==> src/rtl/lookahead_pd_heading_controller_defines.svh <==
// ----------------------------------------------------------------------------
// Assertion macros for the lookahead PD heading controller
// Shared wrappers for the concurrent checks at the top level.
// ----------------------------------------------------------------------------
`ifndef LOOKAHEAD_PD_HEADING_CONTROLLER_DEFINES_SVH
`define LOOKAHEAD_PD_HEADING_CONTROLLER_DEFINES_SVH

// Check that holds outside reset.
`define LPDH_ASSERT(lbl, prop, msg) \
  lbl: assert property (@(posedge clk) disable iff (!rst_n) prop) else $error(msg);

// Check that holds in every cycle, reset included.
`define LPDH_ASSERT_ALWAYS(lbl, prop, msg) \
  lbl: assert property (@(posedge clk) prop) else $error(msg);

`endif

==> src/rtl/lpdh_pkg.sv <==
// ----------------------------------------------------------------------------
// lpdh_pkg
// Types, codes and fixed constants of the lookahead PD heading controller.
// ----------------------------------------------------------------------------
package lpdh_pkg;

  localparam int IN_W   = 80;
  localparam int OUT_W  = 32;
  localparam int CFG_AW = 3;
  localparam int CFG_DW = 31;
  localparam int CRW    = 44;   // CORDIC vector width
  localparam int ZW     = 20;   // CORDIC angle width, 2^-16 rad

  localparam logic [1:0] MODE_CLEAR   = 2'd0;
  localparam logic [1:0] MODE_APPEND  = 2'd1;
  localparam logic [1:0] MODE_QUERY   = 2'd2;
  localparam logic [1:0] MODE_IGNORED = 2'd3;

  localparam logic [CFG_AW-1:0] REG_PROP_GAIN  = 3'd0;
  localparam logic [CFG_AW-1:0] REG_DERIV_GAIN = 3'd1;
  localparam logic [CFG_AW-1:0] REG_MAX_TURN   = 3'd2;
  localparam logic [CFG_AW-1:0] REG_DRIVE      = 3'd3;
  localparam logic [CFG_AW-1:0] REG_LOOKAHEAD  = 3'd4;

  localparam logic [15:0] PROP_GAIN_RST  = 16'd8192;
  localparam logic [15:0] DERIV_GAIN_RST = 16'd2048;
  localparam logic [14:0] MAX_TURN_RST   = 15'd4096;
  localparam logic [14:0] DRIVE_RST      = 15'd1229;
  localparam logic [30:0] LOOKAHEAD_RST  = 31'd13107;

  localparam logic signed [17:0]   PI_Q13      = 18'sd25736;
  localparam logic signed [17:0]   TWO_PI_Q13  = 18'sd51472;
  localparam logic signed [17:0]   TURN_LIMIT  = 18'sd6430;
  localparam logic signed [ZW-1:0] HALF_PI_Q16 = 20'sd102944;
  localparam logic [4:0]           ITER_LAST   = 5'd16;

  function automatic logic signed [ZW-1:0] atan_lut(input logic [4:0] i);
    case (i)
      5'd0:    atan_lut = 20'sd51472;
      5'd1:    atan_lut = 20'sd30386;
      5'd2:    atan_lut = 20'sd16055;
      5'd3:    atan_lut = 20'sd8150;
      5'd4:    atan_lut = 20'sd4091;
      5'd5:    atan_lut = 20'sd2047;
      5'd6:    atan_lut = 20'sd1024;
      5'd7:    atan_lut = 20'sd512;
      5'd8:    atan_lut = 20'sd256;
      5'd9:    atan_lut = 20'sd128;
      5'd10:   atan_lut = 20'sd64;
      5'd11:   atan_lut = 20'sd32;
      5'd12:   atan_lut = 20'sd16;
      5'd13:   atan_lut = 20'sd8;
      5'd14:   atan_lut = 20'sd4;
      5'd15:   atan_lut = 20'sd2;
      5'd16:   atan_lut = 20'sd1;
      default: atan_lut = 20'sd0;
    endcase
  endfunction

  typedef enum logic [4:0] {
    S_IDLE, S_N_RD, S_N_DIF, S_N_SQX, S_N_SQY, S_N_CMP,
    S_W_INIT, S_W_RD0, S_W_LD0, S_W_RD, S_W_DIF, S_W_SQX, S_W_SQY,
    S_W_SQRT, S_W_WAIT, S_W_ACC,
    S_T_RD, S_T_DIF, S_C_ROT, S_C_NORM, S_C_ITER, S_E_ERR,
    S_P_MUL1, S_P_MUL2, S_P_SUM, S_DONE
  } state_t;

  typedef enum logic [4:0] {
    OP_NONE, OP_ACCEPT, OP_RD_IDX, OP_DIF_Q, OP_SQX, OP_SQY, OP_N_CMP,
    OP_W_INIT, OP_LD_PREV, OP_RD_NEXT, OP_DIF_W, OP_SQRT_GO, OP_W_ACC,
    OP_RD_TGT, OP_T_DIF, OP_C_ROT, OP_C_NORM, OP_C_ITER, OP_ERR,
    OP_TURN, OP_MUL1, OP_MUL2, OP_PSUM, OP_EMIT
  } dp_op_t;

  typedef struct packed {
    dp_op_t op;
    logic   mem_rd;
  } cmd_t;

  typedef struct packed {
    logic query;
    logic empty;
    logic last_pt;
    logic walk_ok;
    logic reached;
    logic walk_more;
    logic sqrt_done;
    logic zero_vec;
    logic norm_done;
    logic iter_last;
    logic big_err;
    logic out_free;
  } stat_t;

endpackage

==> src/rtl/lpdh_ctrl.sv <==
// ----------------------------------------------------------------------------
// lpdh_ctrl
// Sequencer: steps the datapath through search, walk, bearing and PD term.
// ----------------------------------------------------------------------------
module lpdh_ctrl import lpdh_pkg::*; (
  input  logic  clk,
  input  logic  rst_n,
  input  logic  in_tvalid,
  input  stat_t stat,
  output logic  in_tready,
  output cmd_t  cmd
);

  state_t state_r, state_nxt;

  always_ff @(posedge clk) begin
    if (!rst_n) begin
      state_r <= S_IDLE;
    end else begin
      state_r <= state_nxt;
    end
  end

  always_comb begin
    state_nxt = state_r;
    case (state_r)
      S_IDLE: begin
        if (in_tvalid && stat.query) begin
          state_nxt = stat.empty ? S_DONE : S_N_RD;
        end
      end
      S_N_RD:   state_nxt = S_N_DIF;
      S_N_DIF:  state_nxt = S_N_SQX;
      S_N_SQX:  state_nxt = S_N_SQY;
      S_N_SQY:  state_nxt = S_N_CMP;
      S_N_CMP:  state_nxt = stat.last_pt ? S_W_INIT : S_N_RD;
      S_W_INIT: state_nxt = stat.walk_ok ? S_W_RD0 : S_T_RD;
      S_W_RD0:  state_nxt = S_W_LD0;
      S_W_LD0:  state_nxt = S_W_RD;
      S_W_RD:   state_nxt = S_W_DIF;
      S_W_DIF:  state_nxt = S_W_SQX;
      S_W_SQX:  state_nxt = S_W_SQY;
      S_W_SQY:  state_nxt = S_W_SQRT;
      S_W_SQRT: state_nxt = S_W_WAIT;
      S_W_WAIT: state_nxt = stat.sqrt_done ? S_W_ACC : S_W_WAIT;
      S_W_ACC: begin
        if (stat.reached || !stat.walk_more) begin
          state_nxt = S_T_RD;
        end else begin
          state_nxt = S_W_RD;
        end
      end
      S_T_RD:   state_nxt = S_T_DIF;
      S_T_DIF:  state_nxt = S_C_ROT;
      S_C_ROT:  state_nxt = stat.zero_vec ? S_E_ERR : S_C_NORM;
      S_C_NORM: state_nxt = stat.norm_done ? S_C_ITER : S_C_NORM;
      S_C_ITER: state_nxt = stat.iter_last ? S_E_ERR : S_C_ITER;
      S_E_ERR:  state_nxt = S_P_MUL1;
      S_P_MUL1: state_nxt = stat.big_err ? S_DONE : S_P_MUL2;
      S_P_MUL2: state_nxt = S_P_SUM;
      S_P_SUM:  state_nxt = S_DONE;
      S_DONE:   state_nxt = stat.out_free ? S_IDLE : S_DONE;
      default:  state_nxt = S_IDLE;
    endcase
  end

  always_comb begin
    cmd.op     = OP_NONE;
    cmd.mem_rd = 1'b0;
    in_tready  = 1'b0;
    case (state_r)
      S_IDLE: begin
        in_tready = 1'b1;
        if (in_tvalid) cmd.op = OP_ACCEPT;
      end
      S_N_RD, S_W_RD0: begin
        cmd.op     = OP_RD_IDX;
        cmd.mem_rd = 1'b1;
      end
      S_N_DIF:  cmd.op = OP_DIF_Q;
      S_N_SQX, S_W_SQX: cmd.op = OP_SQX;
      S_N_SQY, S_W_SQY: cmd.op = OP_SQY;
      S_N_CMP:  cmd.op = OP_N_CMP;
      S_W_INIT: cmd.op = OP_W_INIT;
      S_W_LD0:  cmd.op = OP_LD_PREV;
      S_W_RD: begin
        cmd.op     = OP_RD_NEXT;
        cmd.mem_rd = 1'b1;
      end
      S_W_DIF:  cmd.op = OP_DIF_W;
      S_W_SQRT: cmd.op = OP_SQRT_GO;
      S_W_ACC:  cmd.op = OP_W_ACC;
      S_T_RD: begin
        cmd.op     = OP_RD_TGT;
        cmd.mem_rd = 1'b1;
      end
      S_T_DIF:  cmd.op = OP_T_DIF;
      S_C_ROT:  cmd.op = OP_C_ROT;
      S_C_NORM: cmd.op = OP_C_NORM;
      S_C_ITER: cmd.op = OP_C_ITER;
      S_E_ERR:  cmd.op = OP_ERR;
      S_P_MUL1: cmd.op = stat.big_err ? OP_TURN : OP_MUL1;
      S_P_MUL2: cmd.op = OP_MUL2;
      S_P_SUM:  cmd.op = OP_PSUM;
      S_DONE:   cmd.op = stat.out_free ? OP_EMIT : OP_NONE;
      default:  cmd.op = OP_NONE;
    endcase
  end

endmodule

==> config.mk <==
export PLATFORM = sky130hd
export DESIGN_NAME = lpdh_ctrl
export DESIGN_NICKNAME = d
export VERILOG_FILES = /design/src/rtl/lookahead_pd_heading_controller_defines.svh /design/src/rtl/lpdh_pkg.sv /design/src/rtl/lpdh_ctrl.sv
export SDC_FILE = /design/constraint.sdc
export NUM_CORES = 1
export LEC_CHECK = 0
export BUFFER_PORTS_ARGS = -buffer_cell sky130_fd_sc_hd__buf_2
export CAP_MARGIN = 20
export CORE_AREA = 2 2 66 68
export DETAILED_ROUTE_END_ITERATION = 8
export DIE_AREA = 0 0 68 70
export GPL_ROUTABILITY_DRIVEN = 0
export PLACE_DENSITY = 0.46
export REMOVE_ABC_BUFFERS = 1
export SKIP_CTS_REPAIR_TIMING = 1
export SLEW_MARGIN = 5
export SYNTH_ARGS = -nofsm -noshare
export SYNTH_HDL_FRONTEND = slang
export SYNTH_SLANG_ARGS = --single-unit
==> constraint.sdc <==
create_clock -name clk -period 1.3 [get_ports clk]
set_input_delay 0.195 -clock clk [delete_from_list [all_inputs] [get_ports clk]]
set_output_delay 0.195 -clock clk [all_outputs]
set_load 0.03 [all_outputs]
==> results.toml <==
[status]
outcome = "finished with violations"
violations = "negative setup slack"

[clocking]
numCtsBuffers = 3
clock_path_buffers = 2
cts_tree = "done"
clock_sink_count = 5
root_buffer = "clkbuf_8"
cts.htree.levels = 1
clock_latency_ns = 0.23
clk_pin_slew_ns = 0.04

[layout]
drive_gt1_share_pct = 54.6
final_cells = 259
reg_top3 = "state_r (5)"
final_area_um2 = 1740
largest_reg_flops = 5
largest-register = "state_r"
nets = 223
diodes = 0
area_growth_pct = 78.1

[pwr]
vdd_drop_max_v = 0.000759
p_int_uw = 2200
p_comb_share_pct = 83.7
p_total_uw = 4080
sw_frac_of_total_pct = 46.2
power_switching_uw = 1880
p_leak_uw = 0.000697
clockPowerShare_pct = 7.3
seq_power_share_pct = 9.0
p_per_area_nw_per_um2 = 2350

[worst_hold_path]
min_path_type = "primary input to register"

[routing]
ant_nets = 0
met2_length_um = 2000
vias = 1390
drt_pass1_iterations = 6
dr_wl_met3_um = 207
drc_errors = 0
wire_per_inst_um = 15.5
drt_first_iter_violations = 165
wl_met1_um = 1710
top_layer = "met4"
wl_um = 4010
viasPerCell = 5.37

[floorplan]
initial_core_util_pct = 23.6
ioPinCount = 22
design.die.area_um2 = 4760
core_area_um2 = 4140
die_y_um = 70
die_w_um = 68
rows = 24

[critical_path]
crit_path_cell_trace = "buf_6, nor2b_1, a21oi_1, o2bb2ai_1, o22ai_1, buf_4"
max_stage_delay_ns = 0.36
critPathMaxFanout = 5
startpoint_type = "register"
critPathCaptureType = "primary output"
critical-path-top-delay-family = "compound AO/OA/AOI/OAI gates"
arrival_ns = 1.44
critical_path_required_ns = 1.11
crit_type = "register to primary output"
crit_path_top_delay_cell = "dfxtp_4"
worst-path-buf-inv = 2

[sta]
fin_crit_sh_pct = 126
skew_ns = 0.00487
tightest_slew_ns = 0.319
period_minus_slack_ns = 1.64
rsz0062_at_grt = "true"
setup_viol = 12
slew_violations = 0
slew_headroom_pct = 78.7
whs_ns = 0.273
fin_ws_ns = -0.336
finalHoldViolations = 0
fmax_mhz = 611

[global_routing]
grt_pass1_wl_um = 6020
gr-total-overflow = 0
grt_max_degree = 17
grt_use_total_pct = 16.3
antenna_found_initial = 0
grt_pass1_vias = 1291

[synth]
synth_edf_count = 0
synthesis.area_um2 = 976
syn_inst = 142
async_flop_share_pct = 0
synth_seq_cells = 5
synth.distinct_cells = 47
yosys_warnings = 0
synth_ff_type = "dfxtp_1"
ys_seq_area_share_pct = 10.3
syn_area_per_cell_um2 = 6.87

[place]
port_buffers = 21
postPlaceCellArea_um2 = 1410
hpwlAfterDp_um = 2920
dp_cells = 245
preCtsSetupSlack_ns = -0.299

[run]
maxCapViolations = 0
-- path summary, 6_finish.rpt --
path	startpoint	to	slack [ns]	cells past startpoint
hold reg to reg	state_r[0]$_SDFFE_PN0P_	state_r[1]$_SDFFE_PN0P_	0.73	3
hold / removal	stat[10]	state_r[3]$_SDFFE_PN0P_	0.27	3
setup / recovery	state_r[0]$_SDFFE_PN0P_	cmd[3]	-0.34	6
setup reg to reg	state_r[1]$_SDFFE_PN0P_	state_r[2]$_SDFFE_PN0P_	-0.23	7
-- synth_stat cells (2+ instances only) --
| master | instances | area, um^2 |
|---|---|---|
| nor2b_1 | 5 | 31.3 |
| inv_1 | 4 | 15.0 |
| o32ai_1 | 4 | 35.0 |
| o21ai_0 | 7 | 35.0 |
| nor2_1 | 13 | 48.8 |
| nand2_1 | 11 | 41.3 |
| a31oi_1 | 4 | 25.0 |
| a21o_1 | 2 | 15.0 |
| buf_4 | 3 | 22.5 |
| nor4_1 | 3 | 18.8 |
| o21bai_1 | 2 | 15.0 |
| nand3_1 | 3 | 15.0 |
| dfxtp_1 | 5 | 100 |
| nand2b_1 | 11 | 68.8 |
| buf_6 | 3 | 33.8 |
| o22ai_1 | 4 | 25.0 |
| o21ai_1 | 2 | 10.0 |
| a221oi_1 | 2 | 17.5 |
| o32ai_2 | 2 | 32.5 |
| a21oi_1 | 16 | 80.1 |
| buf_2 | 9 | 45.0 |
| and2_1 | 2 | 12.5 |
-- layout by cell type (no fill, tap or decap), types with 2 or more instances in the layout --
master / count
a21o_1: 2
a21oi_1: 11
a21oi_2: 4
a221oi_1: 2
a31oi_1: 4
buf_12: 3
buf_2: 14
buf_4: 47
buf_6: 11
clkbuf_8: 3
dfxtp_4: 4
inv_1: 3
nand2_1: 10
nand2b_1: 5
nand2b_2: 2
nand2b_4: 4
nand3_1: 3
nor2_1: 11
nor2_2: 2
nor2b_1: 3
nor4_1: 2
o21ai_0: 6
o21ai_1: 3
o21bai_1: 2
o22ai_1: 4
o32ai_1: 3
o32ai_2: 3
-- layer usage --
layer  track usage [%]  up-vias
li1                  -      668
met5                 0        -
met3              2.42       10
met2              26.8       49
met4              6.67        0
met1              20.7      663
-- power by group through the flow --
stage | clock, uW | combinational, uW | sequential, uW
floorplan | 0 | 1270 | 510
global placement | 0 | 2660 | 318
detailed placement | 0 | 2670 | 319
CTS | 297 | 2690 | 318
global route | 319 | 3640 | 378
finish | 297 | 3420 | 369
-- layout make-up --
type	instances	area [um^2]
fillers	420	2410
multi-input cells	117	863
repair buffers	77	629
flip-flops and latches	5	116
well taps	52	65.1
clock buffers	4	45.0
inverters	4	18.8
-- kinds of logic (layout without fill, tap and decap cells) --
kind of cell,Yosys count,after routing,synth area share (%)
AND/OR/NAND/NOR,59,59,34.9
AO/OA/AOI/OAI,57,57,41.5
buffers and inverters,20,85,12.3
flip-flops,5,5,10.3
multiplexers,1,1,1.03
-- stage by stage --
step	util (%)	TNS, ns
finish	41.9	-2.99
global route	41.9	-3.67
CTS	35.1	-4.38
detailed placement	34.1	-2.65
global placement	34.1	-2.50
floorplan	-	-5.68
-- worst register-to-register path, stage by stage (launching register included) --
cell and delay [ns]:
dfxtp_2 0.35, buf_6 0.11, clkinvlp_4 0.14, buf_4 0.17
a2111oi_2 0.33, buf_4 0.17, a211oi_2 0.04, a21oi_2 0.15
Power figures use the tool's default switching activity.
